$ cat src/tvi_pkg.sv
`timescale 1ns / 1ps

package tvi_pkg;

  // Fixed arithmetic format of samples and positions
  localparam int SAMPLE_BITS     = 16;
  localparam int COORD_BITS      = 16;
  localparam int COORD_FRAC_BITS = 8;
  localparam int DIM_BITS        = 7;
  localparam int CELL_BITS       = COORD_BITS - COORD_FRAC_BITS - 1;
  localparam int FRAC_W          = COORD_FRAC_BITS + 1;
  localparam int PAIR_BITS       = 2 * COORD_FRAC_BITS + 1;
  localparam int WEIGHT_BITS     = 3 * COORD_FRAC_BITS + 1;
  localparam int PROD_BITS       = SAMPLE_BITS + WEIGHT_BITS;
  localparam int SUM4_BITS       = PROD_BITS + 2;
  localparam int SUM8_BITS       = PROD_BITS + 3;
  localparam int ADDR_BITS       = 18;
  localparam int AREA_BITS       = 2 * DIM_BITS;
  localparam int NUM_TAPS        = 8;
  localparam int CFG_IDX_BITS    = 2;

  // Item kinds carried in tuser
  localparam logic OP_WRITE = 1'b0;
  localparam logic OP_QUERY = 1'b1;

  // Configuration register indexes
  localparam logic [CFG_IDX_BITS-1:0] REG_ROWS  = 2'd0;
  localparam logic [CFG_IDX_BITS-1:0] REG_COLS  = 2'd1;
  localparam logic [CFG_IDX_BITS-1:0] REG_PAGES = 2'd2;

  typedef logic [ADDR_BITS-1:0]          addr_t;
  typedef logic signed [SAMPLE_BITS-1:0] sample_t;
  typedef logic [WEIGHT_BITS-1:0]        weight_t;
  typedef logic [DIM_BITS-1:0]           dim_t;

  // Control that travels with each item down the pipeline
  typedef struct packed {
    logic valid;
    logic query;
    logic ok;
    logic last;
  } ctl_t;

  // Lower cell and fraction of one axis
  typedef struct packed {
    logic                 ok;
    logic [CELL_BITS-1:0] idx;
    logic [FRAC_W-1:0]    frac;
  } axis_pos_t;

endpackage

$ cat src/tvi_front.sv
`timescale 1ns / 1ps

module tvi_front (
  input  logic                clk,
  input  logic                rst,
  input  logic                adv,
  input  logic                in_valid,
  input  logic                in_op,
  input  logic                in_last,
  input  tvi_pkg::addr_t      in_addr,
  input  tvi_pkg::sample_t    in_value,
  input  logic [15:0]         in_row,
  input  logic [15:0]         in_col,
  input  logic [15:0]         in_page,
  input  tvi_pkg::dim_t       nr_in,
  input  tvi_pkg::dim_t       nc_in,
  input  tvi_pkg::dim_t       np_in,
  output tvi_pkg::ctl_t       ctl3,
  output tvi_pkg::addr_t      wr_addr3,
  output tvi_pkg::sample_t    wr_value3,
  output tvi_pkg::addr_t      rd_addr [tvi_pkg::NUM_TAPS],
  output tvi_pkg::weight_t    w3 [tvi_pkg::NUM_TAPS]
);
  import tvi_pkg::*;

  localparam logic [FRAC_W-1:0] ONE = FRAC_W'(1 << COORD_FRAC_BITS);

  // Range test and split of one position into cell and fraction
  function automatic axis_pos_t split_axis(logic [COORD_BITS-1:0] p, dim_t dim);
    axis_pos_t                r;
    logic [COORD_BITS-2:0]    mag;
    logic [COORD_BITS-2:0]    upper;
    mag   = p[COORD_BITS-2:0];
    upper = {dim, {COORD_FRAC_BITS{1'b0}}};
    r.ok  = !p[COORD_BITS-1] && (mag >= (COORD_BITS-1)'(ONE)) && (mag <= upper);
    if (mag == upper) begin
      r.idx  = CELL_BITS'(dim) - CELL_BITS'(2);
      r.frac = ONE;
    end else begin
      r.idx  = mag[COORD_BITS-2:COORD_FRAC_BITS] - CELL_BITS'(1);
      r.frac = {1'b0, mag[COORD_FRAC_BITS-1:0]};
    end
    return r;
  endfunction

  axis_pos_t pr, pc, pp;

  assign pr = split_axis(in_row, nr_in);
  assign pc = split_axis(in_col, nc_in);
  assign pp = split_axis(in_page, np_in);

  // Stage 1: positions split, dimensions captured with the item
  ctl_t                 ctl1;
  addr_t                wr_addr1;
  sample_t              wr_value1;
  logic [CELL_BITS-1:0] r1, c1, p1;
  logic [FRAC_W-1:0]    tf1, sf1, wf1;
  dim_t                 nr1, nc1;

  always_ff @(posedge clk) begin
    if (rst) begin
      ctl1.valid <= 1'b0;
    end else if (adv) begin
      ctl1.valid <= in_valid;
      ctl1.query <= (in_op == OP_QUERY);
      ctl1.ok    <= pr.ok && pc.ok && pp.ok;
      ctl1.last  <= in_last;
      wr_addr1   <= in_addr;
      wr_value1  <= in_value;
      r1         <= pr.idx;
      c1         <= pc.idx;
      p1         <= pp.idx;
      tf1        <= pr.frac;
      sf1        <= pc.frac;
      wf1        <= pp.frac;
      nr1        <= nr_in;
      nc1        <= nc_in;
    end
  end

  // Stage 2: column and page offsets, column-page weight pairs
  ctl_t                          ctl2;
  addr_t                         wr_addr2;
  sample_t                       wr_value2;
  logic [CELL_BITS-1:0]          r2;
  logic [CELL_BITS+DIM_BITS-1:0] cnr2, pnr2;
  logic [FRAC_W-1:0]             tf2, tlo2;
  logic [PAIR_BITS-1:0]          cp2 [4];
  dim_t                          nr2, nc2;
  logic [FRAC_W-1:0]             ts1, tw1;

  assign ts1 = ONE - sf1;
  assign tw1 = ONE - wf1;

  always_ff @(posedge clk) begin
    if (rst) begin
      ctl2.valid <= 1'b0;
    end else if (adv) begin
      ctl2      <= ctl1;
      wr_addr2  <= wr_addr1;
      wr_value2 <= wr_value1;
      r2        <= r1;
      cnr2      <= c1 * nr1;
      pnr2      <= p1 * nr1;
      tf2       <= tf1;
      tlo2      <= ONE - tf1;
      cp2[0]    <= PAIR_BITS'(ts1 * tw1);
      cp2[1]    <= PAIR_BITS'(sf1 * tw1);
      cp2[2]    <= PAIR_BITS'(ts1 * wf1);
      cp2[3]    <= PAIR_BITS'(sf1 * wf1);
      nr2       <= nr1;
      nc2       <= nc1;
    end
  end

  // Stage 3: base address, plane area and the eight weights
  localparam int BASE_W = CELL_BITS + DIM_BITS + DIM_BITS + 2;
  logic [BASE_W-1:0]    base_sum;
  addr_t                base3;
  logic [AREA_BITS-1:0] area3;
  dim_t                 nr3;

  assign base_sum = BASE_W'(r2) + BASE_W'(cnr2) + BASE_W'(pnr2 * nc2);

  always_ff @(posedge clk) begin
    if (rst) begin
      ctl3.valid <= 1'b0;
    end else if (adv) begin
      ctl3      <= ctl2;
      wr_addr3  <= wr_addr2;
      wr_value3 <= wr_value2;
      base3     <= base_sum[ADDR_BITS-1:0];
      area3     <= nr2 * nc2;
      nr3       <= nr2;
      for (int i = 0; i < NUM_TAPS; i++) begin
        w3[i] <= WEIGHT_BITS'((i[0] ? tf2 : tlo2) * cp2[i >> 1]);
      end
    end
  end

  // Neighbor addresses wrap at the store depth
  always_comb begin
    for (int i = 0; i < NUM_TAPS; i++) begin
      rd_addr[i] = base3 + (i[0] ? ADDR_BITS'(1) : '0)
                         + (i[1] ? ADDR_BITS'(nr3) : '0)
                         + (i[2] ? ADDR_BITS'(area3) : '0);
    end
  end

endmodule

$ cat config.mk
export PLATFORM = sky130hd
export DESIGN_NAME = tvi_front
export DESIGN_NICKNAME = d
export VERILOG_FILES = /design/src/tvi_pkg.sv /design/src/tvi_front.sv
export SDC_FILE = /design/constraint.sdc
export NUM_CORES = 2
export LEC_CHECK = 0
export BUFFER_PORTS_ARGS = -buffer_cell sky130_fd_sc_hd__buf_2
export CORE_UTILIZATION = 58
export CTS_CLUSTER_SIZE = 20
export DETAILED_ROUTE_END_ITERATION = 12
export PLACE_DENSITY = 0.8
export SKIP_CTS_REPAIR_TIMING = 1
export SLEW_MARGIN = 10
export SYNTH_ARGS = -nofsm -noshare
export SYNTH_HDL_FRONTEND = slang
export SYNTH_SLANG_ARGS = --single-unit
export TNS_END_PERCENT = 50
$ cat constraint.sdc
create_clock -name clk -period 28.3 [get_ports clk]
set_input_delay 1.415 -clock clk [delete_from_list [all_inputs] [get_ports clk]]
set_output_delay 1.415 -clock clk [all_outputs]
set_load 0.02 [all_outputs]
==> flow_summary.yaml <==
drt:
  dr_wl_met3_um: 17100
  routed-via-count: 55075
  number_of_design_rule_violations_left_by_the_first_detailed_router_iteration: 3951
  drt-pass1-iter-count: 5
  routed-wl-met2_um: 86100
  wl_cell_um: 18.8
  detail_route.wirelength.met1_um: 75100
  ant_nets: 0
  route.detailed.vias_per_inst: 5.54
  route.final.wire_length_um: 187000
  highest-signal-layer: "met5"
  route.detailed.drc: 0
synth:
  avg_cell_area_syn_um2: 9.71
  synth.distinct_cells: 73
  synth.yosys.warnings: 0
  synth-edff-count: 536
  syn-cell-area_um2: 76200
  synthesis.instances: 7846
  ys_seq_area_share_pct: 21.2
  synth-async-reset-ratio_pct: 0
  syn-num-nets: 9878
  synth-seq-cells: 539
  yosys_most_used_dff: "edfxtp_1"
critical_path:
  crit-reg2reg-launch: "wf1[1]"
  crit-reg2reg-capture: "cp2[1][16]"
  critical_path.startpoint_type: "flop"
  worst_r2r_path_depth: 24
  slowest_stage: "xnor2_1"
  critPathRequiredTime_ns: 28.74
  cp_data_arrival_time_ns: 7.40
  crit_fanout: 17
  timing.critical_path.mode_cell: "inv_1"
  timing.critical_path.cells: "inv_1 -> ha_1 -> nand2_1 -> or3_1 -> or3_1 -> xnor2_1 -> nand2_1 -> inv_1 -> fa_1 -> inv_1 -> fa_1 -> inv_1 -> fa_1 -> inv_1 -> fa_1 -> inv_1 -> ha_1 -> a21boi_0 -> o21ai_0 -> nand2b_1 -> a21o_1 -> a41o_1 -> o41a_1 -> xnor2_1"
  worstSetupEndpointType: "flop"
  worst_setup_path_startpoint: "wf1[1]"
  critPathMaxStageDelay_ns: 0.79
  setup.reg_to_reg.worst_slack_ns: 21.33
  criticalPathCategory: "reg2reg"
sta:
  timing.max_slew.rel_slack_pct: 14.2
  worst_slew_pin_slew_ns: 1.28
  fmax_mhz: 144
  skew_ns: 0.0433
  report.final.hold_viol_count: 0
  setup_violations: 0
  final_max_slew_viol_count: 0
  unrepaired_setup_endpoints_after_global_routing: "false"
  crit_share_post_route_pct: 24.6
  setup_total_negative_slack_ns: 0
  layout_min_cycle_time_ns: 6.97
floorplanning:
  design.portCount: 491
  fp.dieW_um: 364
  num_rows: 132
  start_util_pct: 58.7
  die-area_um2: 133000
  die_height_um: 364
  placeableCoreArea_um2: 130000
clock_network:
  cts_sinks: 539
  cts.htree.levels: 3
  clk_path_buf_depth: 3
  insertion_delay_ns: 0.70
  cts_tree: "built"
  clk_transition_reported_paths_ns: 0.06
  cts_inserted_buffers: 68
  root_buffer: "clkbuf_16"
layout:
  most_frequent_standard_cell_in_the_layout_excluding_fill_and_tap_cells: "inv_1"
  final_cell_mix: "inv_1, fa_1, nand2_1"
  area_growth_pct: 8.19
  layout-drive-gt1-share_pct: 8.17
  finalNetCount: 10179
placed_design:
  placement.io_buffers: 490
  place_congestion: 0.943
  hpwlAfterDp_um: 142000
global_route:
  globalRoute.totalOverflow: 0
  antenna_found_initial: 21
  track_usage_pct: 28.8
  grt_first_pass_wirelength_um: 300000
  via_count_of_the_first_global_routing_pass: 57477
  grt_start_max_net_pins: 172
flow_run:
  drv_cap: 0
worst_hold_path:
  whs_path_depth: 0
  worstHoldPathType: "reg2reg"
  min_to: "r2[2]"
  hp-start: "r1[2]"
run_status:
  outcome: "completed"
[critical path: cells and delay by family, from the launching register on]
family | cells | cell delay [ns]
DFF | 1 | 0.64
and+or+nand+nor | 5 | 1.28
AOI/OAI and AO/OA | 5 | 1.09
xor gates and xnor gates | 2 | 0.91
buffers and inverters | 6 | 0.67
adders and majority gates | 6 | 2.10
[stage by stage]
step | util, % | setup WS [ns] | instances | hold slack (ns) | instance area (um2)
after floorplan | - | 1.71 | 7846 | 0.400 | 76200
after global placement | 61.6 | 21.53 | 9819 | 0.400 | 80000
after detailed placement | 61.6 | 21.44 | 9819 | 0.405 | 80000
after CTS | 63.5 | 21.42 | 9941 | 0.410 | 82400
after global routing | 63.5 | 20.94 | 9945 | 0.417 | 82400
final | 63.5 | 21.33 | 9946 | 0.405 | 82400
[flip-flops by register name, summed over array words and instances, names as in the netlist, 8 cells and up]
register / flops
tlo2: 8
w3: 193
wr_value3: 16
cnr2: 14
area3: 14
wf1: 9
base3: 18
wr_value2: 16
wr_addr3: 18
cp2: 65
tf1: 9
sf1: 9
wr_addr2: 18
tf2: 9
wr_addr1: 18
wr_value1: 16
pnr2: 14
[synth_stat cells (all sizes together), types with 42 or more instances]
master | count | area, um2
xnor2 | 322 | 2820
xor2 | 105 | 920
fa | 1193 | 23900
nor2b | 42 | 263
nand2 | 897 | 3370
edfxtp | 536 | 16100
clkbuf | 281 | 1060
ha | 730 | 9130
nor3 | 76 | 380
a21o | 73 | 548
nand3 | 68 | 340
a21oi | 197 | 990
o21ai | 110 | 554
nor2 | 234 | 878
and2 | 855 | 5350
inv | 1702 | 6390
[worst max path at each step]
stage | depth (start not counted) | end | slack (ns)
2_1_floorplan | 1 | area3[0] | 1.71
3_3_place_gp | 24 | cp2[1][16] | 21.53
3_5_place_dp | 24 | cp2[1][16] | 21.44
4_1_cts | 24 | cp2[1][16] | 21.42
5_1_grt | 24 | cp2[1][16] | 20.94
6_report | 24 | cp2[1][16] | 21.33
[per-layer routing]
layer  up-vias  track usage, %
met2      2307            46.1
met4        20            11.7
met3       457            6.20
met1     27582            38.1
met5         -               0
li1      24709               -
[logic make-up (layout without fill, tap and decap cells)]
logic type      after synthesis  after routing  synth area share [%]
mux                           6              6                0.0789
xor+xnor                    427            427                  4.91
simple gates               2340           2340                  15.4
compound gates              609            609                  5.18
buf+inv                    2002           2355                  9.91
other cells                   0              5                     0
flops                       539            539                  21.2
fa+ha+maj                  1923           1923                  43.3
[final cells by class]
cell class / instances / area (um2)
antenna: 5 / 12.5
clock buffer: 77 / 1740
clock inverter: 45 / 669
fill: 10464 / 47400
inverter: 1702 / 6390
multi-input combinational: 5305 / 52500
sequential: 539 / 16200
tap: 1742 / 2180
timing repair buffer: 531 / 2770
Power is not shown: default switching activity piles up to over one toggle a cycle in this logic, so the estimate is an artifact.
